<file path="config.mk">
export PLATFORM = sky130hd
export DESIGN_NAME = color_key_alpha_paste_top
export DESIGN_NICKNAME = d
export VERILOG_FILES = /design/src/rtl/core/cak_pkg.sv /design/src/rtl/core/cak_select.sv /design/src/rtl/core/cak_blend.sv /design/src/rtl/core/color_key_alpha_paste_top.sv
export SDC_FILE = /design/constraint.sdc
export NUM_CORES = 2
export LEC_CHECK = 0
export ABC_AREA = 1
export BUFFER_PORTS_ARGS = -buffer_cell sky130_fd_sc_hd__buf_2
export CAP_MARGIN = 20
export CORE_MARGIN = 1.5
export CORE_UTILIZATION = 58
export DETAILED_ROUTE_END_ITERATION = 8
export GPL_TIMING_DRIVEN = 1
export MAX_ROUTING_LAYER = met4
export PLACE_DENSITY = 0.82
export SLEW_MARGIN = 40
export SYNTH_ARGS = -nofsm -noshare
export SYNTH_HDL_FRONTEND = slang
export SYNTH_SLANG_ARGS = --single-unit
</file>
<file path="constraint.sdc">
create_clock -name clk -period 5.6 [get_ports clk]
set_clock_uncertainty 0.15 [all_clocks]
set_input_delay 0.28 -clock clk [delete_from_list [all_inputs] [get_ports clk]]
set_output_delay 0.28 -clock clk [all_outputs]
set_load 0.005 [all_outputs]
</file>
<file path="src/rtl/core/cak_pkg.sv">
// ---------------------------------------------------------------------------
// cak_pkg: shared definitions for the color-key alpha paste block
// Register indexes, band mode codes, blend constants and the per-pixel
// control group passed from the select stage to the blend stage.
// ---------------------------------------------------------------------------
package cak_pkg;

  // Default field widths.
  localparam int COORD_BITS_DEF   = 12;
  localparam int CHANNEL_BITS_DEF = 8;

  // Number of color channels carried per pixel.
  localparam int NUM_CH = 3;

  // Configuration register indexes.
  localparam int CFG_INDEX_W = 3;
  localparam logic [CFG_INDEX_W-1:0] REG_X_OFFSET    = 3'd0;
  localparam logic [CFG_INDEX_W-1:0] REG_Y_OFFSET    = 3'd1;
  localparam logic [CFG_INDEX_W-1:0] REG_SRC_WIDTH   = 3'd2;
  localparam logic [CFG_INDEX_W-1:0] REG_SRC_HEIGHT  = 3'd3;
  localparam logic [CFG_INDEX_W-1:0] REG_BLEND_ALPHA = 3'd4;
  localparam logic [CFG_INDEX_W-1:0] REG_BAND_MODE   = 3'd5;
  localparam logic [CFG_INDEX_W-1:0] REG_KEY_LOW     = 3'd6;
  localparam logic [CFG_INDEX_W-1:0] REG_KEY_SPAN    = 3'd7;

  // Band modes.
  localparam int MODE_W = 2;
  localparam logic [MODE_W-1:0] MODE_GRAY          = 2'd0;
  localparam logic [MODE_W-1:0] MODE_COLOR         = 2'd1;
  localparam logic [MODE_W-1:0] MODE_GRAY_TO_COLOR = 2'd2;
  localparam logic [MODE_W-1:0] MODE_COLOR_TO_GRAY = 2'd3;

  // Alpha is a 0..256 weight; the blend divides by 256 with rounding.
  localparam int ALPHA_W     = 9;
  localparam int ALPHA_SHIFT = 8;
  localparam logic [ALPHA_W-1:0] ALPHA_ONE  = 9'd256;
  localparam logic [ALPHA_W-1:0] ROUND_HALF = 9'd128;

  // Per-pixel decision handed from the select stage to the blend stage.
  typedef struct packed {
    logic              paste;
    logic [NUM_CH-1:0] blend_en;
  } ctl_t;

endpackage

</file>
<file path="src/rtl/core/cak_select.sv">
// ---------------------------------------------------------------------------
// cak_select: window test, color-key test and source selection
// Decides whether a pixel is pasted, which channels blend, and which source
// value each channel blends toward (including the rounded gray average).
// ---------------------------------------------------------------------------
module cak_select
  import cak_pkg::*;
#(
  parameter int COORD_BITS   = COORD_BITS_DEF,
  parameter int CHANNEL_BITS = CHANNEL_BITS_DEF
) (
  input  logic [COORD_BITS-1:0]                dst_x,
  input  logic [COORD_BITS-1:0]                dst_y,
  input  logic [NUM_CH-1:0][CHANNEL_BITS-1:0]  src,
  input  logic [COORD_BITS:0]                  x_offset,
  input  logic [COORD_BITS:0]                  y_offset,
  input  logic [COORD_BITS:0]                  src_width,
  input  logic [COORD_BITS:0]                  src_height,
  input  logic [MODE_W-1:0]                    band_mode,
  input  logic [NUM_CH*CHANNEL_BITS-1:0]       key_low,
  input  logic [NUM_CH*CHANNEL_BITS-1:0]       key_span,
  output ctl_t                                 ctl,
  output logic [NUM_CH-1:0][CHANNEL_BITS-1:0]  src_sel
);

  localparam int DIFF_W = COORD_BITS + 2;
  // Sum of three channels plus one.
  localparam int SUM_W  = CHANNEL_BITS + 2;
  // Reciprocal of three, exact for every sum below 2**SUM_W.
  localparam int RECIP_SHIFT = SUM_W + 1;
  localparam logic [RECIP_SHIFT-1:0] GRAY_RECIP =
    RECIP_SHIFT'(((64'd1 << RECIP_SHIFT) + 64'd2) / 64'd3);
  localparam int PROD_W = SUM_W + RECIP_SHIFT;

  logic [DIFF_W-1:0]       u;
  logic [DIFF_W-1:0]       v;
  logic                    in_window;
  logic [NUM_CH-1:0]       key_out;
  logic [SUM_W-1:0]        gray_sum;
  logic [PROD_W-1:0]       gray_prod;
  logic [CHANNEL_BITS-1:0] gray;
  logic                    any_out;

  // Window test: offset coordinates must be non-negative and below the size.
  always_comb begin
    u = {2'b00, dst_x} - {x_offset[COORD_BITS], x_offset};
    v = {2'b00, dst_y} - {y_offset[COORD_BITS], y_offset};
    in_window = !u[DIFF_W-1] && !v[DIFF_W-1] &&
                (u[COORD_BITS:0] < src_width) && (v[COORD_BITS:0] < src_height);
  end

  // Key test per channel; the upper bound is one bit wider so it cannot wrap.
  always_comb begin
    for (int k = 0; k < NUM_CH; k++) begin
      key_out[k] =
        (src[k] < key_low[k*CHANNEL_BITS +: CHANNEL_BITS]) ||
        ({1'b0, src[k]} > ({1'b0, key_low[k*CHANNEL_BITS +: CHANNEL_BITS]} +
                           {1'b0, key_span[k*CHANNEL_BITS +: CHANNEL_BITS]}));
    end
  end

  // Rounded mean of the three source channels by reciprocal multiply.
  always_comb begin
    gray_sum  = SUM_W'(src[0]) + SUM_W'(src[1]) + SUM_W'(src[2]) + SUM_W'(1);
    gray_prod = PROD_W'(gray_sum) * PROD_W'(GRAY_RECIP);
    gray      = gray_prod[RECIP_SHIFT +: CHANNEL_BITS];
  end

  assign any_out = |key_out;

  // Mode decode: which key channels count, which channels blend, and toward what.
  always_comb begin
    src_sel = src;
    ctl     = '0;
    case (band_mode)
      MODE_GRAY: begin
        ctl.paste    = in_window && key_out[0];
        ctl.blend_en = {{(NUM_CH-1){1'b0}}, ctl.paste};
      end
      MODE_COLOR: begin
        ctl.paste    = in_window && any_out;
        ctl.blend_en = {NUM_CH{ctl.paste}};
      end
      MODE_GRAY_TO_COLOR: begin
        ctl.paste    = in_window && key_out[0];
        ctl.blend_en = {NUM_CH{ctl.paste}};
        src_sel      = {NUM_CH{src[0]}};
      end
      default: begin
        ctl.paste    = in_window && any_out;
        ctl.blend_en = {{(NUM_CH-1){1'b0}}, ctl.paste};
        src_sel[0]   = gray;
      end
    endcase
  end

endmodule

</file>
<file path="src/rtl/core/cak_blend.sv">
// ---------------------------------------------------------------------------
// cak_blend: one-channel alpha blend
// Computes (d*(256-a) + s*a + 128) >> 8 when enabled, else passes d.
// ---------------------------------------------------------------------------
module cak_blend
  import cak_pkg::*;
#(
  parameter int CHANNEL_BITS = CHANNEL_BITS_DEF
) (
  input  logic [CHANNEL_BITS-1:0] d,
  input  logic [CHANNEL_BITS-1:0] s,
  input  logic [ALPHA_W-1:0]      alpha,
  input  logic                    en,
  output logic [CHANNEL_BITS-1:0] y
);

  localparam int PROD_W = CHANNEL_BITS + ALPHA_W;

  logic [ALPHA_W-1:0] inv_alpha;
  logic [PROD_W-1:0]  prod_d;
  logic [PROD_W-1:0]  prod_s;
  logic [PROD_W:0]    sum;

  // Weighted sum with rounding, then drop the eight fraction bits.
  always_comb begin
    inv_alpha = ALPHA_ONE - alpha;
    prod_d    = PROD_W'(d) * PROD_W'(inv_alpha);
    prod_s    = PROD_W'(s) * PROD_W'(alpha);
    sum       = (PROD_W+1)'(prod_d) + (PROD_W+1)'(prod_s) + (PROD_W+1)'(ROUND_HALF);
    y         = en ? sum[ALPHA_SHIFT +: CHANNEL_BITS] : d;
  end

endmodule

</file>
<file path="src/rtl/core/color_key_alpha_paste_top.sv">
// ---------------------------------------------------------------------------
// color_key_alpha_paste_top: color-key compositor with alpha blend
// Usage: each s_axis request carries a destination coordinate, the
// destination pixel and the source pixel aligned to it. One m_axis request
// comes back per input: the composited pixel in tdata and a pasted flag in
// tuser. Pixels inside the configured source window whose source color lies
// outside the key range are blended toward the source by blend_alpha.
// An accepted pixel is held in the select register and then in the output
// register. A select stage (window, key, gray mean) and a blend stage (one
// multiply pair per channel) feed the output register. Throughput is one
// pixel per clock while the receiver does not stall.
// When the receiver stalls, the output register holds its request; the
// select stage still takes one more pixel, then s_axis_tready drops.
// Configuration goes through the cfg channel (always ready) and is meant to
// be written only while no pixel is in flight.
// Reset (rst, synchronous) empties both stages and loads register defaults:
// zero offsets, a 1x1 window, full alpha, gray mode and a zero key.
// ---------------------------------------------------------------------------
module color_key_alpha_paste_top
  import cak_pkg::*;
#(
  parameter int COORD_BITS   = COORD_BITS_DEF,
  parameter int CHANNEL_BITS = CHANNEL_BITS_DEF,
  localparam int IN_W        = 2*COORD_BITS + 2*NUM_CH*CHANNEL_BITS,
  localparam int IN_TDATA_W  = ((IN_W + 7) / 8) * 8,
  localparam int OUT_TDATA_W = ((NUM_CH*CHANNEL_BITS + 7) / 8) * 8,
  localparam int KEY_W       = NUM_CH*CHANNEL_BITS,
  localparam int CFG_W       = (KEY_W > COORD_BITS + 1) ? KEY_W : COORD_BITS + 1
) (
  input  logic                   clk,
  input  logic                   rst,
  // Fields from bit 0: dst_x, dst_y, dst_c0, dst_c1, dst_c2, src_c0, src_c1, src_c2.
  input  logic                   s_axis_tvalid,
  output logic                   s_axis_tready,
  input  logic [IN_TDATA_W-1:0]  s_axis_tdata,
  // tdata fields from bit 0: out_c0, out_c1, out_c2; tuser: pasted.
  output logic                   m_axis_tvalid,
  input  logic                   m_axis_tready,
  output logic [OUT_TDATA_W-1:0] m_axis_tdata,
  output logic                   m_axis_tuser,
  input  logic                   cfg_valid,
  output logic                   cfg_ready,
  input  logic [CFG_INDEX_W-1:0] cfg_index,
  input  logic [CFG_W-1:0]       cfg_data
);

  localparam int REG_W = COORD_BITS + 1;

  // Configuration registers.
  logic [REG_W-1:0]   x_offset;
  logic [REG_W-1:0]   y_offset;
  logic [REG_W-1:0]   src_width;
  logic [REG_W-1:0]   src_height;
  logic [ALPHA_W-1:0] alpha;
  logic [MODE_W-1:0]  band_mode;
  logic [KEY_W-1:0]   key_low;
  logic [KEY_W-1:0]   key_span;

  // Input unpacking.
  logic [COORD_BITS-1:0]               dst_x;
  logic [COORD_BITS-1:0]               dst_y;
  logic [NUM_CH-1:0][CHANNEL_BITS-1:0] dst_in;
  logic [NUM_CH-1:0][CHANNEL_BITS-1:0] src_in;

  // Select stage outputs and registers.
  ctl_t                                ctl_sel;
  logic [NUM_CH-1:0][CHANNEL_BITS-1:0] src_sel;
  logic                                v1;
  ctl_t                                ctl1;
  logic [NUM_CH-1:0][CHANNEL_BITS-1:0] d1;
  logic [NUM_CH-1:0][CHANNEL_BITS-1:0] s1;

  // Blend results and output register.
  logic [NUM_CH-1:0][CHANNEL_BITS-1:0] blended;
  logic                                out_v;
  logic [NUM_CH-1:0][CHANNEL_BITS-1:0] out_data;
  logic                                out_pasted;
  logic                                out_ready;
  logic [ALPHA_W-1:0]                  alpha_in;

  assign cfg_ready = 1'b1;
  assign alpha_in  = cfg_data[ALPHA_W-1:0];

  // Register writes; alpha saturates at one.
  always_ff @(posedge clk) begin
    if (rst) begin
      x_offset   <= '0;
      y_offset   <= '0;
      src_width  <= REG_W'(1);
      src_height <= REG_W'(1);
      alpha      <= ALPHA_ONE;
      band_mode  <= MODE_GRAY;
      key_low    <= '0;
      key_span   <= '0;
    end else if (cfg_valid) begin
      case (cfg_index)
        REG_X_OFFSET:    x_offset   <= cfg_data[REG_W-1:0];
        REG_Y_OFFSET:    y_offset   <= cfg_data[REG_W-1:0];
        REG_SRC_WIDTH:   src_width  <= cfg_data[REG_W-1:0];
        REG_SRC_HEIGHT:  src_height <= cfg_data[REG_W-1:0];
        REG_BLEND_ALPHA: alpha      <= (alpha_in > ALPHA_ONE) ? ALPHA_ONE : alpha_in;
        REG_BAND_MODE:   band_mode  <= cfg_data[MODE_W-1:0];
        REG_KEY_LOW:     key_low    <= cfg_data[KEY_W-1:0];
        REG_KEY_SPAN:    key_span   <= cfg_data[KEY_W-1:0];
        default: ;
      endcase
    end
  end

  // Field extraction from the input bus.
  always_comb begin
    dst_x = s_axis_tdata[COORD_BITS-1:0];
    dst_y = s_axis_tdata[2*COORD_BITS-1:COORD_BITS];
    for (int k = 0; k < NUM_CH; k++) begin
      dst_in[k] = s_axis_tdata[2*COORD_BITS + k*CHANNEL_BITS +: CHANNEL_BITS];
      src_in[k] = s_axis_tdata[2*COORD_BITS + (NUM_CH+k)*CHANNEL_BITS +: CHANNEL_BITS];
    end
  end

  cak_select #(
    .COORD_BITS   (COORD_BITS),
    .CHANNEL_BITS (CHANNEL_BITS)
  ) u_select (
    .dst_x      (dst_x),
    .dst_y      (dst_y),
    .src        (src_in),
    .x_offset   (x_offset),
    .y_offset   (y_offset),
    .src_width  (src_width),
    .src_height (src_height),
    .band_mode  (band_mode),
    .key_low    (key_low),
    .key_span   (key_span),
    .ctl        (ctl_sel),
    .src_sel    (src_sel)
  );

  // Each stage moves when the one after it is empty or moving.
  assign out_ready     = !out_v || m_axis_tready;
  assign s_axis_tready = !v1 || out_ready;

  always_ff @(posedge clk) begin
    if (rst) begin
      v1    <= 1'b0;
      out_v <= 1'b0;
    end else begin
      if (s_axis_tready) begin
        v1 <= s_axis_tvalid;
      end
      if (out_ready) begin
        out_v <= v1;
      end
    end
  end

  // Select stage payload.
  always_ff @(posedge clk) begin
    if (s_axis_tready && s_axis_tvalid) begin
      ctl1 <= ctl_sel;
      d1   <= dst_in;
      s1   <= src_sel;
    end
  end

  for (genvar k = 0; k < NUM_CH; k++) begin : g_blend
    cak_blend #(
      .CHANNEL_BITS (CHANNEL_BITS)
    ) u_blend (
      .d     (d1[k]),
      .s     (s1[k]),
      .alpha (alpha),
      .en    (ctl1.blend_en[k]),
      .y     (blended[k])
    );
  end

  // Output register payload.
  always_ff @(posedge clk) begin
    if (out_ready && v1) begin
      out_data   <= blended;
      out_pasted <= ctl1.paste;
    end
  end

  assign m_axis_tvalid = out_v;
  assign m_axis_tdata  = OUT_TDATA_W'(out_data);
  assign m_axis_tuser  = out_pasted;

`ifndef NO_ASSERTIONS
  // No channel blends unless the pixel is pasted.
  a_blend_needs_paste: assert property (@(posedge clk) disable iff (rst)
    (v1 && !ctl1.paste) |-> (ctl1.blend_en == '0))
    else $error("blend enabled on a pixel that is not pasted");

  // Gray destination modes leave channels one and two untouched.
  a_gray_dst_passes: assert property (@(posedge clk) disable iff (rst)
    (v1 && (band_mode == MODE_GRAY || band_mode == MODE_COLOR_TO_GRAY))
      |-> (ctl1.blend_en[NUM_CH-1:1] == '0))
    else $error("upper channels blended in a gray destination mode");

  // A pixel that is not pasted reaches the output as the destination pixel.
  a_passthrough: assert property (@(posedge clk) disable iff (rst)
    (out_ready && v1 && !ctl1.paste) |=> (out_data == $past(d1) && !out_pasted))
    else $error("unpasted pixel altered on its way to the output");

  // Saturation keeps alpha within one.
  a_alpha_range: assert property (@(posedge clk) disable iff (rst)
    alpha <= ALPHA_ONE)
    else $error("alpha register above one");

  // Reset leaves the output empty.
  a_reset_empty: assert property (@(posedge clk)
    rst |=> !m_axis_tvalid)
    else $error("output valid right after reset");
`endif

endmodule

</file>
; Word-level counts from Yosys, hierarchy flattened
; Index checks and enable logic that the tools add are counted.
[op_classes]
magnitude_cmp = 9
reduce_logical = 28
muxes = 7
mul = 7
n_eq_ne = 9
n_addsub = 15
[op_table]
columns = cell, count
row1 = 8-bit by 9-bit multiplier with 16-bit output, 6
row2 = 16-bit adder, 3
row3 = 16-bit by 8-bit adder with 16-bit output (second input constant), 3
row4 = 8-bit by 8-bit adder with 9-bit output, 4
row5 = 8-bit two-way mux, 4
row6 = 13-bit by 13-bit subtractor with 14-bit output, 2
row7 = 8-bit by 9-bit greater-than comparator with 1-bit output, 3
row8 = 13-bit less-than comparator, 2
row9 = 8-bit less-than comparator, 3
row10 = 10-bit by 10-bit multiplier with 19-bit output (second input constant), 1
row11 = 16-bit two-way mux, 1
row12 = 2-bit AND reduction, 8
row13 = 3-bit == test (second input constant), 4
row14 = 4-bit case mux with 3 select lines, 1
row15 = 10-bit by 1-bit adder with 10-bit output (second input constant), 1
row16 = 10-bit by 8-bit adder with 10-bit output, 1
row17 = 9-bit greater-than comparator (second input constant), 1
row18 = 9-bit two-way mux, 1
row19 = 9-bit subtractor (first input constant), 1
row20 = 1-bit logical AND, 7
row21 = 3-bit by 2-bit == test with 1-bit output (second input constant), 2
row22 = 3-bit OR reduction, 2
row23 = 1-bit logical OR, 5
row24 = 1-bit logical NOT, 4
row25 = 5 further kinds, 5
[word_totals]
in_bits = 104
elab_cells = 97
ff_bits = 190

; Logic depth before layout (Yosys ltp)
[logic_depth]
ltp_word = 7
depth_mapped = 40
depth_no_buf = 40

; Cells and area by module
; Synthesis repeated with hierarchy kept, for this count alone.
[hier_totals]
cells_unflattened = 3753
area_unflattened_um2 = 28614.9
[by_module_without_submodules]
columns = mod, area_per_inst_um2, n_inst, cells_each
row1 = cak_blend (g_blend[0].u_blend ...), 5217.5, 2, 733
row2 = cak_select, 6459.9, 1, 951
row3 = color_key_alpha_paste_top, 6422.4, 1, 607
row4 = cak_blend (g_blend[2].u_blend), 5297.6, 1, 729

; Least setup slack after synthesis
; OpenSTA, ideal clock, no wires.
[synth_path]
path_type = flip-flop to flip-flop
startpoint = register alpha[0]
endpoint = register out_data, in the netlist m_axis_tdata[19], data pin
period_less_slack_ns = 6.173
path_buffers = 2
arrival_ns = 5.759
setup_slack_ns = -0.573
t_required_ns = 5.187
stages_incl_launch_ff = 30
path_cell_list = dfxtp_1 > buf_6 > inv_1 > ha_1 > nand2_1 > nor2_2 > nand2_1 > nand2_1 > inv_1 > buf_2 > nand2_1 > fa_1 > inv_1 > fa_1 > inv_1 > fa_1 > fa_1 > fa_1 > inv_1 > fa_1 > ha_1 > a21oi_1 > a21boi_0 > nand2_1 > nand2_1 > nand2_2 > nand2_1 > nand3b_1 > nand3_1 > o21ai_1
[synth_lines]
columns = element, line_no
row1 = "start, declared", color_key_alpha_paste_top.sv:54  ; logic [ALPHA_W-1:0] alpha;
row2 = "start signal, assigned", color_key_alpha_paste_top.sv:101  ; REG_BLEND_ALPHA: alpha <= (alpha_in > ALPHA_ONE) ? ALPHA_ONE : alpha_in;
row3 = "end signal, assigned", color_key_alpha_paste_top.sv:180  ; out_data <= blended;
row4 = "end, declared", color_key_alpha_paste_top.sv:76  ; logic [NUM_CH-1:0][CHANNEL_BITS-1:0] out_data;

==> flow_metrics.py <==
metrics = {
    "synthesis": {
        "syn_inst": 3533,
        "synth_seq_area_share_pct": 16.3,
        "synthTopCellsByArea": "fa_1 25%, ha_1 17%, inv_1 12%",
        "yosysTopAreaCell": "fa_1",
        "synth-main-ff-cell": "dfxtp_1",
        "yosysMostFrequentCell": "inv_1",
        "synthTopCellsByCount": "885 x inv_1, 705 x nand2_1, 379 x ha_1, 343 x fa_1, 216 x a21oi_1",
        "ys_types": 56,
        "syn_nets": 4359,
        "avgSynthCellArea_um2": 7.85,
        "async_flop_share_pct": 0,
        "post-synth-top-area-fraction_pct": 24.8,
        "synth_area_um2": 27700,
        "yosys_warnings": 0,
        "synth-seq-cells": 188,
        "synth_edf_count": 75,
    },
    "floorplanning": {
        "dieWidth_um": 222,
        "initial_core_util_pct": 59.2,
        "pin_count": 132,
        "die_h_um": 222,
        "num_rows": 79,
        "coreArea_um2": 46900,
        "dieArea_um2": 49100,
    },
    "drt": {
        "vias": 25191,
        "drt_iter0_markers": 2034,
        "drc_errors": 0,
        "wl_um": 80400,
        "via_per_inst": 5.50,
        "drt_pass1_iterations": 8,
        "final_antenna_net_count": 0,
        "avgRoutedWirePerCell_um": 17.6,
    },
    "power": {
        "worst_ir_drop_vdd_uv": 1490,
        "finalPower_mw": 21.6,
        "power_leakage_nw": 18.2,
        "powerDensity_nw_per_um2": 635,
    },
    "critical_path": {
        "rr_endpoint": "m_axis_tdata[14]",
        "r2r_setup_slack_ns": -0.79,
        "path_class": "flip-flop to flip-flop",
        "critPathMaxFanout": 8,
        "reg2reg_from": "alpha[1]",
        "r2r_cells": 29,
        "crit_path_top_delay_cell": "fa_1",
        "startpoint_type": "flip-flop",
        "slowest_delay_ns": 0.71,
        "end_kind": "flip-flop",
        "required_ns": 5.68,
        "worstPathArrival_ns": 6.47,
    },
    "clock_network": {
        "cts_inserted_buffers": 17,
        "cts_buffer_depth": 2,
        "clock-sinks": 188,
        "htreeDepth": 4,
        "clk_latency_ns": 0.50,
        "tritoncts": "done",
        "clockRootBuffer": "clkbuf_16",
        "path_clk_slew_ns": 0.07,
    },
    "placed_design": {
        "gp_congestion": 0.945,
        "dp_hpwl_um": 58400,
        "place_area_um2": 31200,
        "placedCellCount": 4434,
        "place_ws_ns": -0.725,
        "port_buffers": 130,
    },
    "timing": {
        "setup_violations": 30,
        "max_freq_mhz": 157,
        "tightest_slew_ns": 0.815,
        "fin_crit_ns": 6.39,
        "timing.final.ws_setup_ns": -0.787,
        "rsz0062_at_grt": "true",
        "period_share_pct": 114,
        "hold_violations": 0,
        "worst_hold_slack_ns": 0.0329,
        "setup_tns_ns": -14.07,
        "drv_slew": 0,
        "relSlewSlack_pct": 45.1,
    },
    "cells_and_area": {
        "final_core_util_pct": 72.7,
        "final_nets": 4786,
        "drive_above_1_share_pct": 20.9,
        "regArea_um2": 4520,
        "multi_input_area_um2": 20800,
        "fill_cells": 3226,
        "area_growth_pct": 22.8,
        "stdcell_area_um2": 34000,
        "final_cells": 4580,
    },
    "status": {
        "status": "finished with violations",
        "violations": "setup timing",
    },
    "min_path": {
        "min_path_type": "input port to flip-flop",
        "min_path_cells": 3,
        "min_from": "cfg_data[2]",
        "hold-path-endpoint": "alpha[2]",
    },
    "grt": {
        "overflow": 0,
        "grt_max_degree": 104,
        "antenna_found_initial": 1,
        "gr-usage-all-layers_pct": 33.1,
        "grt_pass1_wl_um": 126000,
        "grt_pass1_vias": 25783,
    },
    "run": {
        "drv_cap": 0,
    },
}
[repair_timing]
item	CTS	global route
gates cloned	3	0
hold endpoints to repair	62	0
setup endpoints to repair	26	32
resized for setup	96	198
pin swaps	76	140
hold buffers	53	0
setup buffers	36	23
[registers in the layout (all words and copies together) (netlist names)]
signal         flops
src_height        13
y_offset          13
x_offset          13
key_low           24
key_span          24
m_axis_tvalid      1
m_axis_tdata      24
d1                24
v1                 1
band_mode          2
src_width         13
ctl1               2
alpha              9
m_axis_tuser       1
s1                24
[worst max path at each step]
stage | depth (start not counted) | startpoint | slack (ns) | endpoint
global route | 28 | alpha[1] | -0.99 | m_axis_tdata[14]
finish | 29 | alpha[1] | -0.79 | m_axis_tdata[14]
floorplan | 32 | alpha[0] | -0.36 | m_axis_tdata[23]
detailed placement | 29 | alpha[1] | -0.72 | m_axis_tdata[14]
global placement | 29 | alpha[1] | -0.63 | m_axis_tdata[14]
CTS | 30 | alpha[1] | -0.50 | m_axis_tdata[6]
[placed cells by master (no fill, tap or decap), types with 16 or more instances in the layout]
master         count
inv_1            839
nand2_4           25
xor2_1            32
nand3_2           28
ha_4              35
clkbuf_16         19
nor2_1           157
nand2_2           71
o21ai_0          135
nand2_1          637
dlygate4sd3_1     53
a21o_1            16
buf_4            309
nand3_1           73
o21ai_1           21
a21oi_1          185
xnor2_1           34
edfxtp_1          75
nand4_1           28
inv_2             43
buf_2            125
a21oi_2           21
fa_1             333
dfxtp_1          109
ha_1             344
[final cells by class]
cell class	count	area share [%]
antenna	1	0.00735
clock buffer	20	1.44
clock inverter	11	0.331
inverter	892	9.92
multi-input combinational	2342	61.1
sequential	188	13.3
tap	607	2.23
timing repair buffer	519	11.7
[power breakdown]
| part | switching (mW) | total [mW] | internal (mW) | leakage, nW |
|---|---|---|---|---|
| Clock | 0.634 | 1.29 | 0.652 | 0.300 |
| Combinational | 9.76 | 18.7 | 8.92 | 16.3 |
| Sequential | 0.0926 | 1.65 | 1.55 | 1.65 |
| Total | 10.5 | 21.6 | 11.1 | 18.2 |
[metal layers]
layer / GRT usage (%) / vias to the layer above / wire length (um) / share of wire, %
met1: 39.3 / 11973 / 30000 / 37
met4: 15.6 / 0 / 4670 / 5.8
met3: 5.37 / 324 / 6700 / 8.3
met2: 55.0 / 1196 / 39000 / 49
li1: - / 11698 / - / -
met5: - / - / 0 / 0
[logic make-up (layout without fill, tap and decap cells)]
group                      after synthesis  in the layout  share of synthesized area (%)
and+or+nand+nor                       1087           1087                           16.6
buffers and inverters                 1003           1442                           13.9
adders and majority gates              722            722                           41.9
AOI/OAI and AO/OA                      457            457                           8.96
DFF                                    188            188                           16.3
xor gates and xnor gates                75             75                           2.40
other                                    1              2                         0.0135
[worst max-delay path, delay by kind of cell (launching register included)]
family	cells	cell delay (ns)
adders and majority gates	8	3.56
and+or+nand+nor	12	1.30
buffers and inverters	8	0.64
DFF	1	0.37
AOI/OAI and AO/OA	1	0.08
Note: power is estimated with default switching activity, not from simulation.
